### src/design/i2cmbe_pkg.sv
`timescale 1ns / 1ps
// ----------------------------------------------------------------------------
// I2C master byte engine package
// Command codes, widths and the result type shared by the engine modules.
// ----------------------------------------------------------------------------
package i2cmbe_pkg;

	localparam int TICK_W    = 16;
	localparam int BYTE_W    = 8;
	localparam int PHASE_W   = 5;
	localparam int BIT_IDX_W = 3;

	localparam logic [TICK_W-1:0]    PHASE_TICKS_RESET = 16'd10;
	localparam logic [BIT_IDX_W-1:0] LAST_BIT          = 3'd7;

	localparam logic [1:0] CMD_START = 2'd0;
	localparam logic [1:0] CMD_STOP  = 2'd1;
	localparam logic [1:0] CMD_WRITE = 2'd2;
	localparam logic [1:0] CMD_READ  = 2'd3;

	typedef struct packed {
		logic              scl;
		logic              sda;
		logic              busy;
		logic              done;
		logic [BYTE_W-1:0] rx_byte;
		logic              ack_received;
	} result_t;

endpackage

### src/design/i2cmbe_step.sv
`timescale 1ns / 1ps
// ----------------------------------------------------------------------------
// I2C master byte engine sequencer
// Holds the command state and advances it by one bus tick per accepted beat.
// ----------------------------------------------------------------------------
module i2cmbe_step
	import i2cmbe_pkg::*;
(
	input  logic              clk,
	input  logic              arst_n,
	input  logic              step,
	input  logic [TICK_W-1:0] phase_ticks,
	input  logic              cmd_valid,
	input  logic [1:0]        func,
	input  logic [BYTE_W-1:0] tx_byte,
	input  logic              ack_to_send,
	input  logic              sda_in,
	output result_t           result
);

	logic [1:0]           cmd_q, n_cmd;
	logic [PHASE_W-1:0]   phase_q, n_phase;
	logic [BIT_IDX_W-1:0] bit_q, n_bit;
	logic [TICK_W-1:0]    tick_q, n_tick;
	logic [BYTE_W-1:0]    shift_q, n_shift;
	logic                 pend_q, n_pend;
	logic                 scl_q, n_scl;
	logic                 sda_q, n_sda;
	logic                 active_q, n_active;
	logic [BYTE_W-1:0]    last_rx_q, n_last_rx;
	logic                 last_ack_q, n_last_ack;
	logic                 n_done;
	logic                 act;
	logic [PHASE_W-1:0]   last_phase;

	always_comb begin
		n_cmd      = cmd_q;
		n_phase    = phase_q;
		n_bit      = bit_q;
		n_tick     = tick_q;
		n_shift    = shift_q;
		n_pend     = pend_q;
		n_scl      = scl_q;
		n_sda      = sda_q;
		n_active   = active_q;
		n_last_rx  = last_rx_q;
		n_last_ack = last_ack_q;
		n_done     = 1'b0;
		act        = 1'b0;

		unique case (cmd_q)
			CMD_START: last_phase = 5'd3;
			CMD_STOP:  last_phase = 5'd2;
			default:   last_phase = 5'd6;
		endcase

		if (active_q) begin
			if (tick_q < phase_ticks) begin
				n_tick = tick_q + 1'b1;
			end else begin
				act = 1'b1;
				// Bit loops jump back into the sequence instead of moving on.
				priority if (cmd_q == CMD_WRITE && phase_q == 5'd2 && bit_q != LAST_BIT) begin
					n_bit   = bit_q + 1'b1;
					n_phase = '0;
				end else if (cmd_q == CMD_READ && phase_q == 5'd3 && bit_q != LAST_BIT) begin
					n_bit   = bit_q + 1'b1;
					n_phase = 5'd1;
				end else if (phase_q >= last_phase) begin
					act      = 1'b0;
					n_active = 1'b0;
					n_done   = 1'b1;
					if (cmd_q == CMD_WRITE) begin
						n_last_ack = pend_q;
					end else if (cmd_q == CMD_READ) begin
						n_last_rx = shift_q;
					end
				end else begin
					n_phase = phase_q + 1'b1;
				end
				if (act) begin
					n_tick = 16'd1;
				end
			end
		end else if (cmd_valid) begin
			act      = 1'b1;
			n_cmd    = func;
			n_phase  = '0;
			n_bit    = '0;
			n_tick   = 16'd1;
			n_shift  = (func == CMD_WRITE) ? tx_byte : '0;
			n_pend   = (func == CMD_READ) ? ack_to_send : 1'b0;
			n_active = 1'b1;
		end

		// The action of a phase happens on its first tick.
		if (act) begin
			unique case (n_cmd)
				CMD_START: begin
					priority if (n_phase == 5'd0) n_sda = 1'b1;
					else if (n_phase == 5'd1) n_scl = 1'b1;
					else if (n_phase == 5'd2) n_sda = 1'b0;
					else n_scl = 1'b0;
				end
				CMD_STOP: begin
					priority if (n_phase == 5'd0) n_sda = 1'b0;
					else if (n_phase == 5'd1) n_scl = 1'b1;
					else n_sda = 1'b1;
				end
				CMD_WRITE: begin
					priority if (n_phase == 5'd0) n_sda = n_shift[LAST_BIT - n_bit];
					else if (n_phase == 5'd1) n_scl = 1'b1;
					else if (n_phase == 5'd2) n_scl = 1'b0;
					else if (n_phase == 5'd3) n_sda = 1'b1;
					else if (n_phase == 5'd4) n_scl = 1'b1;
					else if (n_phase == 5'd5) n_pend = sda_in;
					else n_scl = 1'b0;
				end
				default: begin
					priority if (n_phase == 5'd0) n_sda = 1'b1;
					else if (n_phase == 5'd1) n_scl = 1'b1;
					else if (n_phase == 5'd2) n_shift = {n_shift[BYTE_W-2:0], sda_in};
					else if (n_phase == 5'd3) n_scl = 1'b0;
					else if (n_phase == 5'd4) n_sda = n_pend;
					else if (n_phase == 5'd5) n_scl = 1'b1;
					else n_scl = 1'b0;
				end
			endcase
		end
	end

	always_ff @(posedge clk or negedge arst_n) begin
		if (!arst_n) begin
			cmd_q      <= CMD_START;
			phase_q    <= '0;
			bit_q      <= '0;
			tick_q     <= '0;
			shift_q    <= '0;
			pend_q     <= 1'b0;
			scl_q      <= 1'b1;
			sda_q      <= 1'b1;
			active_q   <= 1'b0;
			last_rx_q  <= '0;
			last_ack_q <= 1'b0;
		end else if (step) begin
			cmd_q      <= n_cmd;
			phase_q    <= n_phase;
			bit_q      <= n_bit;
			tick_q     <= n_tick;
			shift_q    <= n_shift;
			pend_q     <= n_pend;
			scl_q      <= n_scl;
			sda_q      <= n_sda;
			active_q   <= n_active;
			last_rx_q  <= n_last_rx;
			last_ack_q <= n_last_ack;
		end
	end

	assign result.scl          = n_scl;
	assign result.sda          = n_sda;
	assign result.busy         = n_active;
	assign result.done         = n_done;
	assign result.rx_byte      = n_last_rx;
	assign result.ack_received = n_last_ack;

endmodule

### src/design/i2cmbe_obuf.sv
`timescale 1ns / 1ps
// ----------------------------------------------------------------------------
// I2C master byte engine result buffer
// Output register with a skid stage, so one more result is taken while the
// output stalls; push_ready drops while the skid stage holds a result.
// ----------------------------------------------------------------------------
module i2cmbe_obuf
	import i2cmbe_pkg::*;
(
	input  logic    clk,
	input  logic    arst_n,
	input  logic    push,
	output logic    push_ready,
	input  result_t push_data,
	output logic    pop_valid,
	input  logic    pop_ready,
	output result_t pop_data
);

	result_t out_q, skid_q;
	logic    out_valid_q, skid_valid_q;
	logic    pop;

	assign pop        = out_valid_q & pop_ready;
	assign push_ready = !skid_valid_q;
	assign pop_valid  = out_valid_q;
	assign pop_data   = out_q;

	always_ff @(posedge clk or negedge arst_n) begin
		if (!arst_n) begin
			out_valid_q  <= 1'b0;
			skid_valid_q <= 1'b0;
		end else begin
			if (push && !skid_valid_q) begin
				if (!out_valid_q || pop) begin
					out_valid_q <= 1'b1;
				end else begin
					skid_valid_q <= 1'b1;
				end
			end else if (pop) begin
				if (skid_valid_q) begin
					skid_valid_q <= 1'b0;
				end else begin
					out_valid_q <= 1'b0;
				end
			end
		end
	end

	always_ff @(posedge clk) begin
		if (push && !skid_valid_q) begin
			if (!out_valid_q || pop) begin
				out_q <= push_data;
			end else begin
				skid_q <= push_data;
			end
		end else if (pop && skid_valid_q) begin
			out_q <= skid_q;
		end
	end

endmodule

### src/design/i2c_master_byte_engine.sv
`timescale 1ns / 1ps
// ----------------------------------------------------------------------------
// I2C master byte engine
// Open-drain I2C master stepping start, stop, write and read sequences.
// ----------------------------------------------------------------------------
//  Channel  Handshake            Payload
//  cfg      cfg_valid/cfg_ready  cfg_data (phase_ticks)
//  in       in_valid/in_ready    cmd_valid, func, tx_byte, ack_to_send, sda_in
//  out      out_valid/out_ready  scl_out, sda_out, busy_res, done_res,
//                                rx_byte, ack_received
//
// Each input beat is one bus tick; the sequencer state advances at the edge
// the beat is accepted, its result is registered at that same edge in the
// output register, or the skid stage if it stalls, then offered on out_valid.
// One beat per cycle is sustained while out_ready is high; a stalled result
// sits in the output register while one more beat enters the skid stage.
// Reset leaves both lines released, the engine idle and phase_ticks at 10.
// ----------------------------------------------------------------------------
module i2c_master_byte_engine
	import i2cmbe_pkg::*;
(
	input  logic              clk,
	input  logic              arst_n,
	input  logic              cfg_valid,
	output logic              cfg_ready,
	input  logic [TICK_W-1:0] cfg_data,
	input  logic              in_valid,
	output logic              in_ready,
	input  logic              cmd_valid,
	input  logic [1:0]        func,
	input  logic [BYTE_W-1:0] tx_byte,
	input  logic              ack_to_send,
	input  logic              sda_in,
	output logic              out_valid,
	input  logic              out_ready,
	output logic              scl_out,
	output logic              sda_out,
	output logic              busy_res,
	output logic              done_res,
	output logic [BYTE_W-1:0] rx_byte,
	output logic              ack_received
);

	logic [TICK_W-1:0] phase_ticks_q;
	logic              step;
	result_t           step_res;
	result_t           out_res;

	assign cfg_ready = 1'b1;

	always_ff @(posedge clk or negedge arst_n) begin
		if (!arst_n) begin
			phase_ticks_q <= PHASE_TICKS_RESET;
		end else if (cfg_valid) begin
			phase_ticks_q <= cfg_data;
		end
	end

	assign step = in_valid & in_ready;

	i2cmbe_step u_step (
		.clk         (clk),
		.arst_n      (arst_n),
		.step        (step),
		.phase_ticks (phase_ticks_q),
		.cmd_valid   (cmd_valid),
		.func        (func),
		.tx_byte     (tx_byte),
		.ack_to_send (ack_to_send),
		.sda_in      (sda_in),
		.result      (step_res)
	);

	i2cmbe_obuf u_obuf (
		.clk        (clk),
		.arst_n     (arst_n),
		.push       (step),
		.push_ready (in_ready),
		.push_data  (step_res),
		.pop_valid  (out_valid),
		.pop_ready  (out_ready),
		.pop_data   (out_res)
	);

	assign scl_out      = out_res.scl;
	assign sda_out      = out_res.sda;
	assign busy_res     = out_res.busy;
	assign done_res     = out_res.done;
	assign rx_byte      = out_res.rx_byte;
	assign ack_received = out_res.ack_received;

endmodule

### config.mk
export PLATFORM = sky130hd
export DESIGN_NAME = i2c_master_byte_engine
export DESIGN_NICKNAME = d
export VERILOG_FILES = /design/src/design/i2cmbe_pkg.sv /design/src/design/i2cmbe_step.sv /design/src/design/i2cmbe_obuf.sv /design/src/design/i2c_master_byte_engine.sv
export SDC_FILE = /design/constraint.sdc
export NUM_CORES = 1
export LEC_CHECK = 0
export BUFFER_PORTS_ARGS = -buffer_cell sky130_fd_sc_hd__clkbuf_2
export CAP_MARGIN = 25
export CORE_UTILIZATION = 50
export CTS_CLUSTER_DIAMETER = 50
export CTS_CLUSTER_SIZE = 30
export DETAILED_ROUTE_END_ITERATION = 12
export GPL_TIMING_DRIVEN = 0
export HOLD_SLACK_MARGIN = 0.1
export PLACE_DENSITY = 0.75
export RECOVER_POWER = 25
export SLEW_MARGIN = 20
export SYNTH_ARGS = -nofsm -noshare
export SYNTH_HDL_FRONTEND = slang
export SYNTH_HIERARCHICAL = 1
export SYNTH_SLANG_ARGS = --single-unit
export TNS_END_PERCENT = 1
### constraint.sdc
create_clock -name clk -period 5.5 [get_ports clk]
set_clock_uncertainty 0.15 [all_clocks]
set_input_delay 0.275 -clock clk [delete_from_list [all_inputs] [get_ports clk]]
set_output_delay 0.275 -clock clk [all_outputs]
set_load 0.05 [all_outputs]
==> impl_metrics.env <==
export IMPL_status="complete, but fails checks"
export IMPL_violations="capacitance limit, slew limit"
export IMPL_synth_edf_count=26
export IMPL_diodes=0
export IMPL_core_area_um2=10900
export IMPL_synth_cell_types=74
export IMPL_setup_violations=0
export IMPL_root_buffer="clkbuf_8"
export IMPL_drt_first_iter_violations=350
export IMPL_antenna_left=0
export IMPL_boundaryPins=50
export IMPL_rows=38
export IMPL_worstSetupStartpointType="flip-flop"
export IMPL_num_vias=4520
export IMPL_seq_area_frac_synth_pct=43.1
export IMPL_post_cts_resized=0
export IMPL_dpl_hpwl_um=9490
export IMPL_die_area_um2=11600
export IMPL_reg2reg_from="u_step/active_q"
export IMPL_die_h_um=108
export IMPL_synthCells=529
export IMPL_powerDensity_nw_per_um2=449
export IMPL_mappedNetlistArea_um2=5590
export IMPL_drt_total_wl_um=13300
export IMPL_cts_tree="yes"
export IMPL_place_area_um2=6050
export IMPL_synthFlopType="dfrtp_1"
export IMPL_cts_made_buffers=9
export IMPL_post_drt_via_cell_ratio=5.96
export IMPL_critPathKind="reg -> reg"
export IMPL_place_congestion=0.895
export IMPL_grt_usage_pct=24.1
export IMPL_whs_ps=177
export IMPL_area_growth_pct=14.3
export IMPL_cp_arrival_ps=4770
export IMPL_clock_sinks=91
export IMPL_end_kind="flip-flop"
export IMPL_io_buffers=47
export IMPL_htreeDepth=3
export IMPL_async_reset_ff_share_pct=71.4
export IMPL_cp_max_fo=10
export IMPL_finalHoldViolCount=0
export IMPL_fin_setup_tns_ps=0
export IMPL_final_layout_size_suffix_gt1_share_pct=22.7
export IMPL_r2r_slack_ps=710
export IMPL_min_delay_worst_endpoint="u_step/phase_q[3]"
export IMPL_worstPathRequired_ps=5480
export IMPL_worst_pin_slew_ps=2560
export IMPL_grt_overflow=0
export IMPL_maxCapViolCount=1
export IMPL_grt_max_degree=48
export IMPL_synth_nets=589
export IMPL_hold_depth=4
export IMPL_timing_rr_end="u_obuf/pop_data[11]"
export IMPL_fin_crit_sh_pct=87.1
export IMPL_drc=0
export IMPL_ys_warnings_count=6
export IMPL_clkLatencyLatePin_ps=360
export IMPL_clk_path_buf_depth=2
export IMPL_relSlewSlack_pct=-71.0
export IMPL_finalNetCount=673
export IMPL_min_period_ps=4790
export IMPL_post_route_cell_area_um2=6390
export IMPL_fmax_mhz=209
export IMPL_p_leak_nw=2.84
export IMPL_rr_worst_depth=14
export IMPL_synth_seq_cells=91
export IMPL_hp_class="in -> reg"
export IMPL_wl_per_cell_um=17.5
export IMPL_syn_avg_cell_area_um2=10.6
export IMPL_start_util_pct=51.4
export IMPL_slew_viol_final=48
export IMPL_hp_start="cmd_valid"
export IMPL_grt_pass1_wl_um=21800
export IMPL_max_vdd_ir_drop_mv=0.317
export IMPL_grt_pass1_vias=4453
export IMPL_clk_pin_slew_worst_paths_ps=100
export IMPL_rsz0062_at_grt="no"
export IMPL_fp_dieW_um=108
export IMPL_antenna_found_initial=0
export IMPL_firstDrtPassIters=7
where the power goes:
part           switching, mW  internal [mW]  leakage [nW]  total [mW]
clock                  0.245          0.165        0.0827       0.410
combinational          0.940          0.548          1.69        1.49
sequential             0.108          0.860          1.06       0.968
total                   1.29           1.57          2.84        2.87
repair_timing:
| action | 4_1_cts | 5_1_grt |
|---|---|---|
| endpoints found under the hold margin | 80 | 0 |
| hold buffers | 24 | 0 |
| buffers inserted | 0 | 0 |
cells in the final DEF, fill, tap and decap left out, types with 4 or more instances in the layout:
master         Yosys  routed
and2_1             5       5
nand4_1            7       7
a22oi_1            8       8
nor2b_1            4       4
clkbuf_1          13      16
a31oi_1            4       4
mux2_1             0      10
nor3_1             9       8
o2111ai_1          4       4
o21a_1             4       4
o31ai_1            4       4
nand3_1           19      19
nand2_1           32      32
dfstp_2            4       4
clkbuf_8           0       9
o211a_1            4       4
dfrtp_1           61      61
ha_1              26      26
nor2_1            39      39
o211ai_1           7       7
mux2_4            18       8
inv_1             27      27
dlygate4sd3_1      0      24
edfxtp_1          26      26
nand3b_1           4       4
buf_1              4       4
mux2_2            39      39
nand2b_1           4       4
a21oi_1           33      33
and3_1             8       8
nor4_1             4       4
o21ai_0           23      23
buf_4              6       7
clkbuf_2           0      46
mux2i_1            9       9
xor2_1             8       8
flip-flops by register name (all words and copies together) (netlist names):
name	count
u_step/scl_q	1
u_step/shift_q	8
u_obuf/pop_valid	1
u_step/bit_q	3
u_step/last_rx_q	8
phase_ticks_q	16
u_step/last_ack_q	1
u_step/pend_q	1
u_obuf/pop_data	13
u_obuf/skid_valid_q	1
u_step/cmd_q	2
u_obuf/skid_q	13
u_step/tick_q	16
u_step/phase_q	5
u_step/sda_q	1
u_step/active_q	1
stage by stage:
| step | power [mW] | cells | setup WS [ps] | utilization (%) |
|---|---|---|---|---|
| final | 2.87 | 758 | 709 | 58.7 |
| after global routing | 3.05 | 758 | 414 | 58.7 |
| after CTS | 2.86 | 758 | 783 | 59.3 |
| after detailed placement | 2.43 | 718 | 792 | 55.5 |
| after global placement | 2.38 | 716 | 825 | 55.1 |
| after floorplan | 2.08 | 529 | 1610 | - |
cell usage after synthesis, drive strengths merged, types with 6 or more instances:
library cell	count	area, um^2
mux2	57	709
a21oi	34	174
ha	26	325
edfxtp	26	781
o211ai	8	73.8
dfrtp	61	1530
and3	8	50.1
clkbuf	13	48.8
nor2	39	146
nand3	20	113
nand4	8	56.3
mux2i	9	90.1
inv	27	101
nor3	9	45.0
xor2	8	70.1
nor4	6	58.8
a22oi	8	60.1
buf	16	139
o21ai	25	125
nand2	32	120
cell families after synthesis:
group	share of synthesized area (%)
mux	14.3
flops	43.1
simple gates	14.8
other cells	0.0670
buf+inv	5.17
fa+ha+maj	5.82
xor+xnor	1.72
compound gates	15.1
critical path, cell delays in order (launching register included):
cell,delay (ps)
dfrtp_1,330
clkbuf_1,290
nand2b_1,150
clkbuf_1,360
clkbuf_1,500
mux2i_1,470
ha_1,280
nand2_1,60
or4b_2,600
o41ai_1,440
o2111ai_1,230
o21bai_1,190
o31ai_1,90
buf_4,160
mux2_4,260
how the worst max path moves through the flow:
stage	slack (ps)	cells past startpoint	start	endpoint
2_1_floorplan	1610	12	u_step/tick_q[15]	u_obuf/pop_data[11]
3_3_place_gp	830	14	u_step/active_q	u_obuf/pop_data[11]
3_5_place_dp	790	14	u_step/active_q	u_obuf/pop_data[11]
4_1_cts	780	14	u_step/active_q	u_obuf/pop_data[11]
5_1_grt	410	14	u_step/active_q	u_obuf/pop_data[11]
6_report	710	14	u_step/active_q	u_obuf/pop_data[11]
metal layers:
layer	global-route usage (%)	vias to the layer above	share of wire [%]
li1	-	2127	-
met1	32.1	2196	45
met2	39.1	168	48
met3	3.87	29	5.5
met4	9.39	0	2.1
met5	0	-	0
final cells by class:
type	count	area, um^2
Clock buffer	10	128
Sequential cell	91	2410
Tap cell	140	175
Clock inverter	6	42.5
Buffer	29	188
Inverter	27	101
Multi-Input combinational cell	382	2860
Fill cell	899	4500
Timing Repair Buffer	73	485
Power figures use the tool's default switching activity.
